**src/point_polygon_distance_defines.svh**
```systemverilog
// Assertion macros shared by the point-to-polygon distance block
`ifndef POINT_POLYGON_DISTANCE_DEFINES_SVH
`define POINT_POLYGON_DISTANCE_DEFINES_SVH

// same-cycle implication, disabled during reset
`define PPD_ASSERT_IMP(label, ante, cons) \
	label: assert property (@(posedge clk) disable iff (!arst_n) (ante) |-> (cons)) \
		else $error("ppd assertion failed");

// next-cycle implication, disabled during reset
`define PPD_ASSERT_NXT(label, ante, cons) \
	label: assert property (@(posedge clk) disable iff (!arst_n) (ante) |=> (cons)) \
		else $error("ppd assertion failed");

`endif

```
**src/ppd_pkg.sv**
```systemverilog
// Types and constants of the point-to-polygon distance block
`default_nettype none
package ppd_pkg;

	typedef enum logic [1:0] {
		FN_CLEAR  = 2'd0,
		FN_APPEND = 2'd1,
		FN_QUERY  = 2'd2
	} func_t;

	typedef enum logic [2:0] {
		ST_IDLE,
		ST_EDGE,
		ST_DIV,
		ST_ROT,
		ST_SQRT
	} state_t;

	typedef struct packed {
		logic load;
		logic shift;
	} cell_ctl_t;

	localparam int unsigned CoordW  = 16;
	localparam int unsigned DistW   = 17;
	localparam int unsigned ProdW   = 36;
	localparam int unsigned SqW     = 34;
	localparam int unsigned NumW    = 66;
	localparam int unsigned MinPoly = 3;

endpackage
`default_nettype wire

```
**src/ppd_cell.sv**
```systemverilog
// One vertex cell of the rotating vertex chain
`default_nettype none
module ppd_cell (
	input  logic                   clk,
	input  ppd_pkg::cell_ctl_t     ctl,
	input  logic signed [15:0]     ld_x,
	input  logic signed [15:0]     ld_y,
	input  logic signed [15:0]     nb_x,
	input  logic signed [15:0]     nb_y,
	output logic signed [15:0]     x,
	output logic signed [15:0]     y
);
	import ppd_pkg::*;

	logic signed [CoordW-1:0] x_q, y_q;

	always_ff @(posedge clk) begin
		if (ctl.load) begin
			x_q <= ld_x;
			y_q <= ld_y;
		end else if (ctl.shift) begin
			// take the neighbour's vertex
			x_q <= nb_x;
			y_q <= nb_y;
		end
	end

	assign x = x_q;
	assign y = y_q;

endmodule
`default_nettype wire

```
**src/point_polygon_distance.sv**
```systemverilog
// Top level: vertex chain, edge sequencer, divider and root unit
//
// Command channel: an item is transferred when start is high and busy is low.
// func selects clear, append or query; coord_x/coord_y carry Q8.8 values.
// Result channel: done is high for one cycle with inside_res, distance and
// status; every item gives exactly one result, and it cannot be held off.
// Clear and append leave the block idle: the result follows the next cycle
// and a new item may be transferred at once.
// A query walks each of the n stored edges over the vertex chain, which
// rotates one cell per edge and then on to MAX_VERTICES rotations in all.
// An edge ends after its multiplier steps when the nearest point is a vertex,
// and goes on through the divider when it lies inside the segment. Then the
// root step runs unless the point is inside.
// An empty polygon answers a query in the next cycle.
// Reset empties the polygon and returns the sequencer to idle; vertex cells
// are not cleared, since only written cells are read.
`default_nettype none
`include "point_polygon_distance_defines.svh"
module point_polygon_distance #(
	parameter int unsigned MAX_VERTICES = 16
) (
	input  logic               clk,
	input  logic               arst_n,
	input  logic               start,
	output logic               busy,
	input  logic [1:0]         func,
	input  logic signed [15:0] coord_x,
	input  logic signed [15:0] coord_y,
	output logic               done,
	output logic               inside_res,
	output logic [16:0]        distance,
	output logic               status
);
	import ppd_pkg::*;

	localparam int unsigned CW = $clog2(MAX_VERTICES + 1);
	localparam int unsigned NX = (MAX_VERTICES > 1) ? 1 : 0;

	state_t state_q, state_d;

	logic [CW-1:0] count_q, idx_q;
	logic [3:0]    step_q;
	logic [5:0]    cnt_q;
	logic signed [CoordW-1:0] px_q, py_q, v0x_q, v0y_q;
	logic signed [ProdW-1:0]  len2_q, dot_q, cr_q, lhs_q, acc_q;
	logic [32:0]     mag_q;
	logic [NumW-1:0] num_q;
	logic [SqW-1:0]  rem_q, dl_q, minq_q;
	logic            seg_q, ptb_q, par_q;
	logic [DistW-1:0] root_q, sbit_q;
	logic            done_q, inside_q, status_q;
	logic [DistW-1:0] dist_q;

	logic signed [CoordW-1:0] cx [MAX_VERTICES];
	logic signed [CoordW-1:0] cy [MAX_VERTICES];

	logic acc_in, rot;
	assign busy   = (state_q != ST_IDLE);
	assign acc_in = start && !busy;

	// vertex chain
	for (genvar k = 0; k < MAX_VERTICES; k++) begin : g_cell
		cell_ctl_t ctl;
		assign ctl.load  = acc_in && (func == FN_APPEND) && (count_q == CW'(k));
		assign ctl.shift = rot;
		ppd_cell u_cell (
			.clk  (clk),
			.ctl  (ctl),
			.ld_x (coord_x),
			.ld_y (coord_y),
			.nb_x (cx[(k + 1) % MAX_VERTICES]),
			.nb_y (cy[(k + 1) % MAX_VERTICES]),
			.x    (cx[k]),
			.y    (cy[k])
		);
	end

	// edge geometry
	logic [CW:0] idx_nx1;
	logic        at_n, at_m;
	assign idx_nx1 = {1'b0, idx_q} + (CW+1)'(1);
	assign at_n    = (idx_nx1 == {1'b0, count_q});
	assign at_m    = (idx_nx1 == (CW+1)'(MAX_VERTICES));

	logic signed [CoordW-1:0] hx, hy, nx, ny;
	assign hx = cx[0];
	assign hy = cy[0];
	assign nx = at_n ? v0x_q : cx[NX];
	assign ny = at_n ? v0y_q : cy[NX];

	logic signed [16:0] ax, ay, bx, by, qx, qy, ex, ey;
	assign ax = {px_q[15], px_q} - {hx[15], hx};
	assign ay = {py_q[15], py_q} - {hy[15], hy};
	assign bx = {nx[15], nx} - {hx[15], hx};
	assign by = {ny[15], ny} - {hy[15], hy};
	assign qx = {px_q[15], px_q} - {nx[15], nx};
	assign qy = {py_q[15], py_q} - {ny[15], ny};
	assign ex = ptb_q ? qx : ax;
	assign ey = ptb_q ? qy : ay;

	logic signed [17:0] nbx, nby;
	assign nbx = -{bx[16], bx};
	assign nby = -{by[16], by};

	logic [DistW-1:0] cand;
	assign cand = root_q | sbit_q;

	// shared multiplier
	logic signed [17:0]      mul_a, mul_b;
	logic signed [ProdW-1:0] prod;

	always_comb begin
		mul_a = '0;
		mul_b = '0;
		case (state_q)
			ST_EDGE: begin
				case (step_q)
					4'd0: begin mul_a = {bx[16], bx}; mul_b = {bx[16], bx}; end
					4'd1: begin mul_a = {by[16], by}; mul_b = {by[16], by}; end
					4'd2: begin mul_a = {ax[16], ax}; mul_b = {bx[16], bx}; end
					4'd3: begin mul_a = {ay[16], ay}; mul_b = {by[16], by}; end
					4'd4: begin mul_a = {ax[16], ax}; mul_b = {by[16], by}; end
					4'd5: begin mul_a = {ay[16], ay}; mul_b = {bx[16], bx}; end
					4'd6: begin mul_a = {qx[16], qx}; mul_b = nby; end
					4'd7: begin mul_a = nbx; mul_b = {qy[16], qy}; end
					4'd8: begin
						if (seg_q) begin
							mul_a = {1'b0, mag_q[32:16]}; mul_b = {1'b0, mag_q[32:16]};
						end else begin
							mul_a = {ex[16], ex}; mul_b = {ex[16], ex};
						end
					end
					4'd9: begin
						if (seg_q) begin
							mul_a = {1'b0, mag_q[32:16]}; mul_b = {2'b0, mag_q[15:0]};
						end else begin
							mul_a = {ey[16], ey}; mul_b = {ey[16], ey};
						end
					end
					4'd10: begin mul_a = {2'b0, mag_q[15:0]}; mul_b = {2'b0, mag_q[15:0]}; end
					default: begin mul_a = '0; mul_b = '0; end
				endcase
			end
			ST_SQRT: begin
				mul_a = {1'b0, cand};
				mul_b = {1'b0, cand};
			end
			default: begin
				mul_a = '0;
				mul_b = '0;
			end
		endcase
	end

	assign prod = mul_a * mul_b;

	// per-edge squared distance and its end
	logic [33:0] r2;
	logic        ge;
	logic [NumW-1:0] nfull;
	logic        edge_end, go_fin;
	logic [SqW-1:0] qnew;
	logic signed [ProdW-1:0] pt_sum;

	assign r2     = {rem_q[32:0], dl_q[33]};
	assign ge     = (r2 >= {1'b0, len2_q[32:0]});
	assign nfull  = num_q + NumW'(prod[33:0]);
	assign pt_sum = acc_q + prod;

	always_comb begin
		edge_end = 1'b0;
		qnew     = '0;
		if (state_q == ST_EDGE && step_q == 4'd9 && !seg_q) begin
			edge_end = 1'b1;
			qnew     = pt_sum[SqW-1:0];
		end else if (state_q == ST_DIV && cnt_q == 6'd33) begin
			edge_end = 1'b1;
			qnew     = {dl_q[32:0], ge};
		end
	end

	assign rot    = edge_end || (state_q == ST_ROT);
	assign go_fin = (edge_end && at_n && at_m) || (state_q == ST_ROT && at_m);

	// sequencer
	always_ff @(posedge clk or negedge arst_n) begin
		if (!arst_n) begin
			state_q <= ST_IDLE;
		end else begin
			state_q <= state_d;
		end
	end

	always_comb begin
		state_d = state_q;
		case (state_q)
			ST_IDLE: begin
				if (acc_in && func == FN_QUERY && count_q != '0) begin
					state_d = ST_EDGE;
				end
			end
			ST_EDGE: begin
				if (step_q == 4'd10) begin
					state_d = ST_DIV;
				end else if (edge_end && at_n) begin
					state_d = at_m ? (par_q ? ST_IDLE : ST_SQRT) : ST_ROT;
				end
			end
			ST_DIV: begin
				if (edge_end) begin
					if (at_n) begin
						state_d = at_m ? (par_q ? ST_IDLE : ST_SQRT) : ST_ROT;
					end else begin
						state_d = ST_EDGE;
					end
				end
			end
			ST_ROT: begin
				if (at_m) begin
					state_d = par_q ? ST_IDLE : ST_SQRT;
				end
			end
			ST_SQRT: begin
				if (sbit_q[0]) begin
					state_d = ST_IDLE;
				end
			end
			default: state_d = ST_IDLE;
		endcase
	end

	// control registers
	always_ff @(posedge clk or negedge arst_n) begin
		if (!arst_n) begin
			count_q  <= '0;
			done_q   <= 1'b0;
			inside_q <= 1'b0;
			dist_q   <= '0;
			status_q <= 1'b0;
		end else begin
			done_q   <= 1'b0;
			inside_q <= 1'b0;
			dist_q   <= '0;
			status_q <= 1'b0;
			if (acc_in) begin
				case (func)
					FN_CLEAR: begin
						count_q <= '0;
						done_q  <= 1'b1;
					end
					FN_APPEND: begin
						done_q <= 1'b1;
						if (count_q == CW'(MAX_VERTICES)) begin
							status_q <= 1'b1;
						end else begin
							count_q <= count_q + CW'(1);
						end
					end
					FN_QUERY: begin
						if (count_q == '0) begin
							done_q <= 1'b1;
						end
					end
					default: done_q <= 1'b1;
				endcase
			end
			if (go_fin && par_q) begin
				done_q   <= 1'b1;
				inside_q <= 1'b1;
			end
			if (state_q == ST_SQRT && sbit_q[0]) begin
				done_q <= 1'b1;
				dist_q <= ($unsigned(prod) <= {2'b0, minq_q}) ? cand : root_q;
			end
		end
	end

	// datapath registers
	always_ff @(posedge clk) begin
		if (acc_in && func == FN_QUERY) begin
			px_q   <= coord_x;
			py_q   <= coord_y;
			v0x_q  <= cx[0];
			v0y_q  <= cy[0];
			idx_q  <= '0;
			step_q <= '0;
			par_q  <= 1'b0;
			minq_q <= '1;
		end
		case (state_q)
			ST_EDGE: begin
				step_q <= step_q + 4'd1;
				case (step_q)
					4'd0: len2_q <= prod;
					4'd1: len2_q <= len2_q + prod;
					4'd2: dot_q  <= prod;
					4'd3: dot_q  <= dot_q + prod;
					4'd4: cr_q   <= prod;
					4'd5: cr_q   <= cr_q - prod;
					4'd6: begin
						lhs_q <= prod;
						mag_q <= cr_q[ProdW-1] ? 33'(-cr_q) : cr_q[32:0];
					end
					4'd7: begin
						// crossing test for this edge, strict compares
						if (((ny > py_q) != (hy > py_q)) && count_q >= CW'(MinPoly) &&
						    ((by < 0) ? (lhs_q < prod) : (lhs_q > prod))) begin
							par_q <= !par_q;
						end
						if (len2_q == '0 || dot_q <= 0) begin
							seg_q <= 1'b0;
							ptb_q <= 1'b0;
						end else if (dot_q >= len2_q) begin
							seg_q <= 1'b0;
							ptb_q <= 1'b1;
						end else begin
							seg_q <= 1'b1;
							ptb_q <= 1'b0;
						end
					end
					4'd8: begin
						acc_q <= prod;
						num_q <= {prod[33:0], 32'b0};
					end
					4'd9: begin
						num_q <= num_q + (NumW'(prod[33:0]) << 17);
					end
					4'd10: begin
						rem_q <= {2'b0, nfull[65:34]};
						dl_q  <= nfull[33:0];
						cnt_q <= '0;
					end
					default: step_q <= '0;
				endcase
			end
			ST_DIV: begin
				rem_q <= ge ? (r2 - {1'b0, len2_q[32:0]}) : r2;
				dl_q  <= {dl_q[32:0], ge};
				cnt_q <= cnt_q + 6'd1;
			end
			ST_ROT: begin
				idx_q <= idx_nx1[CW-1:0];
			end
			ST_SQRT: begin
				if ($unsigned(prod) <= {2'b0, minq_q}) begin
					root_q <= cand;
				end
				sbit_q <= sbit_q >> 1;
			end
			default: ;
		endcase
		if (edge_end) begin
			idx_q  <= idx_nx1[CW-1:0];
			step_q <= '0;
			if (qnew < minq_q) begin
				minq_q <= qnew;
			end
		end
		if (go_fin) begin
			root_q <= '0;
			sbit_q <= {1'b1, {(DistW-1){1'b0}}};
		end
	end

	assign done       = done_q;
	assign inside_res = inside_q;
	assign distance   = dist_q;
	assign status     = status_q;

	`PPD_ASSERT_IMP(a_inside_zero, done && inside_res, distance == '0)
	`PPD_ASSERT_IMP(a_drop_plain, done && status, !inside_res && distance == '0)
	`PPD_ASSERT_NXT(a_accept_moves, start && !busy, done || busy)

endmodule
`default_nettype wire
```
**config.mk**
```make
export PLATFORM = sky130hd
export DESIGN_NAME = point_polygon_distance
export DESIGN_NICKNAME = d
export VERILOG_FILES = /design/src/ppd_pkg.sv /design/src/ppd_cell.sv /design/src/point_polygon_distance.sv
export VERILOG_INCLUDE_DIRS = /design/src /design/src/src
export SDC_FILE = /design/constraint.sdc
export NUM_CORES = 2
export LEC_CHECK = 0
export ABC_AREA = 1
export BUFFER_PORTS_ARGS = -buffer_cell sky130_fd_sc_hd__buf_2
export CORE_MARGIN = 3
export CORE_UTILIZATION = 55
export CTS_BUF_LIST = sky130_fd_sc_hd__clkbuf_4 sky130_fd_sc_hd__clkbuf_8
export DETAILED_ROUTE_END_ITERATION = 6
export GPL_ROUTABILITY_DRIVEN = 1
export GPL_TIMING_DRIVEN = 0
export PLACE_DENSITY_LB_ADDON = 0.1
export SYNTH_ARGS = -nofsm -noshare
export SYNTH_HDL_FRONTEND = slang
export SYNTH_SLANG_ARGS = --single-unit
export TNS_END_PERCENT = 5
```
**constraint.sdc**
```tcl
create_clock -name clk -period 19.1 [get_ports clk]
set_input_delay 1.91 -clock clk [delete_from_list [all_inputs] [get_ports clk]]
set_output_delay 1.91 -clock clk [all_outputs]
set_load 0.01 [all_outputs]
```
* After elaboration in Yosys (flattened, before gate mapping) *
Index checks and enable logic that the tools add are counted.

storage, ports and cells
  register bits = 1034
  input port bits = 37

cells by class
  $add $sub $neg = 20
  $mul = 1
  $lt $le $gt $ge = 11
  equality and inequality tests = 43
  mux-type cells = 130
  bitwise logic cells = 1
  reduce and logical (&&, ||, !) cells = 82

operators with widths
  operator               number
  $mux W16               66
  $pmux W36 S2           3
  $mux W34               6
  $pmux W18 S9           1
  $pmux W66 S2           1
  $pmux W18 S7           1
  $sub A16 B16 Y17       6
  $mux W33               3
  $add A36 B36 Y36       2
  $pmux W18 S2           2
  $mux W17               4
  $pmux W34 S2           1
  $add A66 B34 Y66       1
  $add A66 B51 Y66       1
  $pmux W33 S2           1
  $mux W18               3
  $reduce_bool A2 Y1     23
  $eq A5 B4 Y1 const B   8
  $ge A36 B36 Y1         1
  $gt A36 B36 Y1         1
  $le A36 B1 Y1 const B  1
  $le A36 B34 Y1         1
  $logic_not A36 Y1      1
  $lt A36 B36 Y1         1
  other kinds (59)       149

* Depth between registers and ports, before layout *
  depth in word-level cells = 15
  mapped depth = 82
  mapped depth without buffers = 80

* Cells and area by module *
Synthesis repeated with hierarchy kept, for this count alone.

second synthesis, totals
  cells, all modules = 10683
  area, all modules = 83111.0 um^2

modules (own cells, without submodules)
  module                  instances  cells each  area each (um^2)  sequential area each (um^2)
  point_polygon_distance  1          8491        60689.5           14293.7
  ppd_cell                16         137         1401.3            960.9

* Worst setup path before layout *
OpenSTA, ideal clock, no wires.

  kind = reg-to-reg
  start point = reg idx_q[0]
  end point = reg minq_q[29]
  setup time = 0.109 ns
  arrival time = 12.247 ns
  data required time = 18.991 ns
  setup slack = 6.744 ns
  cell stages (with the launch flop) = 73
  path buffers = 2
  cell sequence = edfxtp_1 -> ha_1 -> xnor2_1 -> xor2_1 -> nor3_1 -> nand3_1 -> clkbuf_1 -> o21ai_0 -> inv_1 -> ha_1 -> inv_1 -> fa_1 -> inv_1 -> ha_1 -> inv_1 -> nor2_1 -> nand2_1 -> clkinv_1 -> (+37 left out) -> nand3_1 -> nand3_1 -> nand3_1 -> nand2_1 -> nand2_1 -> nand2_1 -> inv_1 -> ha_1 -> nand3_1 -> nor3_1 -> nand2_1 -> nor4_1 -> nand2_1 -> nand2_2 -> buf_6 -> nand3_1 -> nand2_1 -> inv_1

on the way
  longest elaborated chain between the ends = 14
  elaborated cells between the ends (all ways) = 25
  classes of those cells = 8 x add/sub; 1 x mul; 1 x order compare; 1 x eq/ne; 14 x mux

RTL lines
  item                                                  line                           text
  from (decl)                                           point_polygon_distance.sv:41   logic [CW-1:0] count_q, idx_q;
  from (signal assigned)                                point_polygon_distance.sv:342  idx_q <= idx_nx1[CW-1:0];
  from (signal assigned)                                point_polygon_distance.sv:353  idx_q <= idx_nx1[CW-1:0];
  $add A5 B1 Y6 (*)                                     point_polygon_distance.sv:81   assign idx_nx1 = {1'b0, idx_q} + (CW+1)'(1);
  $eq A6 B5 Y1 (*)                                      point_polygon_distance.sv:82   assign at_n = (idx_nx1 == {1'b0, count_q});
  branches (longest 6 deep; another with $neg A18 Y18)  -
  $mul A18 B18 Y36 (*)                                  point_polygon_distance.sv:155  assign prod = mul_a * mul_b;
  net prod[32]                                          point_polygon_distance.sv:110  logic signed [ProdW-1:0] prod;
  $add A34 B34 Y34 (*)                                  point_polygon_distance.sv:168  assign pt_sum = acc_q + prod;
  $mux W34 (*)                                          point_polygon_distance.sv:173  if (state_q == ST_EDGE && step_q == 4'd9 && !seg_q) begin
  $lt A34 B34 Y1 (*)                                    point_polygon_distance.sv:355  if (qnew < minq_q) begin
  $mux W34 (*)                                          point_polygon_distance.sv:355
  $mux W34 (*)                                          point_polygon_distance.sv:352  if (edge_end) begin
  to (signal assigned)                                  point_polygon_distance.sv:356  minq_q <= qnew;
  to (decl)                                             point_polygon_distance.sv:48   logic [SqW-1:0] rem_q, dl_q, minq_q;

Mark *: on every way through the listed nets, which the timed path passes.
A chain may end at the register's enable or synchronous reset.

* Worst setup path after layout *
  start point = reg idx_q[0]
  end point = reg minq_q[14]

Same word-level chain as after synthesis.

==> impl_metrics.yaml <==
worst_setup_path:
  cp_max_fo: 10
  cp-start-kind: "flop"
  cp-startpoint: "idx_q[0]"
  crit_slowest_cell: "a2111oi_0"
  worstSetupPathType: "reg -> reg"
  cp_data_arrival_time_ps: 19090
  max_stage_delay_ps: 1080
  critPathCaptureType: "flop"
  crit_required_ps: 19900
  path_common_cell: "inv_1"
  r2r_start: "idx_q[0]"
placed_design:
  dpl.hpwl_mm: 237.8
  place_inst: 11986
  io_buffers: 57
  pre_cts_slack_ps: 1334
  gp_congestion: 1.073
clock_tree:
  cts_hold_buf: 0
  clkLatencyLatePin_ps: 970
  cts_sinks: 1017
  root_buffer: "clkbuf_8"
  cts_buffers: 176
  postCtsSetupBuffers: 0
  clockBufferDepth: 3
  h-tree-depth: 4
  cts_resized: 0
  clkTransAtPathRegs_ps: 70
  cts_tree: "yes"
route:
  drtIter0Drc: 9236
  via_per_inst: 6.000
  drc_errors: 0
  wl_met1_mm: 120.3
  top_layer: "met5"
  dr_wl_met3_mm: 33.28
  wl_per_cell_um: 24.08
  dr_wl_met2_mm: 123.0
  dr.pass1.iters: 6
  drt_wl_total_mm: 296.9
  vias: 73954
  drtAntennaViolNets: 0
global_routing:
  grt_first_pass_wirelength_mm: 436.8
  grt_util_all_layers_pct: 38.81
  antenna_found_initial: 14
  grt_max_degree: 67
  grt_pass1_vias: 69640
  grt-ovfl-total: 0
finish:
  area_delta_synth_final_pct: 9.275
  nFillCells: 12874
  seq_area_sq_um: 29670
  multi_input_area_sq_um: 44590
  drive_gt1_share_pct: 5.802
  stdcell_count: 12326
  nNetsFinal: 11209
sta:
  setup_tns_ps: 0
  slew_viol_final: 26
  fin_skew_ps: 120.0
  holdWs_ps: 465.5
  relSlewSlack_pct: -9.005
  setup_viol: 0
  worst_pin_slew_ps: 1635
  period_share_pct: 95.77
  hold_viol: 0
  max_freq_mhz: 54.67
  setup_ws_ps: 807.6
  grt_setup_unrepaired: "false"
  min_period_ps: 18290
hold_path:
  hold_start: "root_q[0]"
  hp-class: "reg -> reg"
logic_synthesis:
  synth_cell_types: 72
  synth-seq-area-share_pct: 36.88
  synth_edf_count: 916
  synth_seq_cells: 1017
  ys.flop_type: "edfxtp_1"
  synth_fp_nets: 10944
  synth_cells: 9996
  yosysWarnings: 0
  syn_area_sq_um: 80440
  synthArstFlopShare_pct: 2.753
  syn_area_per_cell_sq_um: 8.047
status:
  outcome: "complete, but fails checks"
  violations: "max-capacitance violations, max-slew violations"
die:
  num_rows: 139
  die_area_sq_um: 150900
  fp.dieH_um: 388.4
  coreArea_sq_um: 144400
  die_width_um: 388.4
  ios: 58
  start_util_pct: 55.73
run:
  cap_violations: 3
-- placed cells by master, fill, tap and decap left out, drive strengths merged, types with 13 or more instances in the layout --
cell / Yosys / routed
a21boi: 19 / 19
a21o: 46 / 46
a21oi: 611 / 611
a31oi: 64 / 64
buf: 66 / 153
clkbuf: 253 / 487
clkinv: 5 / 79
dfrtp: 28 / 28
dfxtp: 73 / 73
diode: 0 / 13
edfxtp: 916 / 916
fa: 342 / 342
ha: 569 / 569
inv: 1386 / 1393
nand2: 2325 / 2325
nand3: 546 / 546
nand3b: 40 / 40
nand4: 139 / 139
nor2: 772 / 772
nor3: 104 / 104
nor4: 41 / 41
o211ai: 43 / 43
o21a: 40 / 40
o21ai: 1119 / 1119
o21bai: 41 / 41
o22ai: 17 / 17
or2: 77 / 77
xnor2: 88 / 88
xor2: 143 / 143
-- worst paths after layout --
kind | end | slack [ps] | cells after the start
setup reg to reg | minq_q[14] | 810 | 64
hold / removal | distance[0] | 470 | 2
setup / recovery | minq_q[14] | 810 | 64
min in group asynchronous | count_q[3] | 1180 | 1
hold reg to reg | distance[0] | 470 | 2
max in group asynchronous | done | 17200 | 1
-- synth_stat cells, types with 10 or more instances --
| cell | number | area (sq um) |
|---|---|---|
| nand2_1 | 2309 | 8667 |
| inv_1 | 1367 | 5131 |
| o21ai_0 | 1109 | 5550 |
| edfxtp_1 | 916 | 27510 |
| nor2_1 | 765 | 2872 |
| a21oi_1 | 602 | 3013 |
| ha_1 | 569 | 7119 |
| nand3_1 | 545 | 2728 |
| fa_1 | 342 | 6847 |
| clkbuf_1 | 253 | 949.7 |
| xor2_1 | 143 | 1252 |
| nand4_1 | 139 | 869.6 |
| nor3_1 | 102 | 510.5 |
| xnor2_1 | 84 | 735.7 |
| or2_2 | 76 | 475.5 |
| dfxtp_1 | 73 | 1461 |
| a31oi_1 | 64 | 400.4 |
| a21o_1 | 46 | 345.3 |
| o211ai_1 | 42 | 315.3 |
| buf_2 | 41 | 205.2 |
| nor4_1 | 41 | 256.5 |
| o21bai_1 | 41 | 307.8 |
| nand3b_1 | 40 | 300.3 |
| o21a_1 | 40 | 300.3 |
| dfrtp_1 | 28 | 700.7 |
| inv_2 | 18 | 67.56 |
| o22ai_1 | 17 | 106.4 |
| buf_1 | 16 | 60.06 |
| nand2_2 | 16 | 100.1 |
| a21boi_0 | 14 | 105.1 |
| o2111ai_1 | 12 | 105.1 |
| o31ai_1 | 11 | 82.58 |
| o21ai_1 | 10 | 50.05 |
-- cell type report --
class / instances / share of cell area (%)
Inverter: 1391 / 5.946
Antenna cell: 13 / 0.03701
Timing Repair Buffer: 87 / 1.029
Clock inverter: 93 / 1.004
Buffer: 319 / 1.478
Multi-Input combinational cell: 7269 / 50.73
Sequential cell: 1017 / 33.75
Tap cell: 1903 / 2.709
Clock buffer: 234 / 3.315
-- flip-flops by register name, indices dropped and copies added (netlist names), 6 cells and up --
signal	flops
g_cell.u_cell.y	256
dl_q	34
v0y_q	16
num_q	49
distance	17
cr_q	36
minq_q	34
acc_q	34
root_q	17
px_q	16
lhs_q	36
len2_q	36
dot_q	36
cnt_q	6
sbit_q	17
v0x_q	16
mag_q	33
rem_q	33
py_q	16
g_cell.u_cell.x	256
-- metal layers --
metal | GRT usage [%] | vias to the layer above
met5 | 0 | -
met4 | 22.53 | 4
met3 | 8.297 | 824
met2 | 56.42 | 4135
met1 | 53.65 | 34925
li1 | - | 34066
-- worst max-delay path, delay by kind of cell (launching register included) --
kind,cells,cell delay [ps]
AO/OA/AOI/OAI,9,4160
XOR/XNOR,2,440
adder cells (fa/ha/maj),12,5700
buffers and inverters,15,2490
flip-flops,1,500
AND/OR/NAND/NOR,26,4800
-- metrics by stage --
| step | cell area [sq um] | util, % |
|---|---|---|
| 2_1_floorplan | 80440 | - |
| 3_5_place_dp | 84070 | 58.24 |
| 3_3_place_gp | 83110 | 57.57 |
| 4_1_cts | 87870 | 60.87 |
| 6_report | 87900 | 60.89 |
| 5_1_grt | 87870 | 60.88 |
-- cell families (layout without fill, tap and decap cells) --
group,Yosys count,count (layout),synth area share (%)
DFF,1017,1017,36.88
muxes,2,2,0.02644
other,0,13,0
xor gates and xnor gates,231,231,2.552
and+or+nand+nor,4058,4058,21.09
adders and majority gates,911,911,17.36
buffers and inverters,1710,2124,8.107
AOI/OAI and AO/OA,2067,2067,13.98
Power is not shown: default switching activity piles up to over one toggle a cycle in this logic, so the estimate is an artifact.
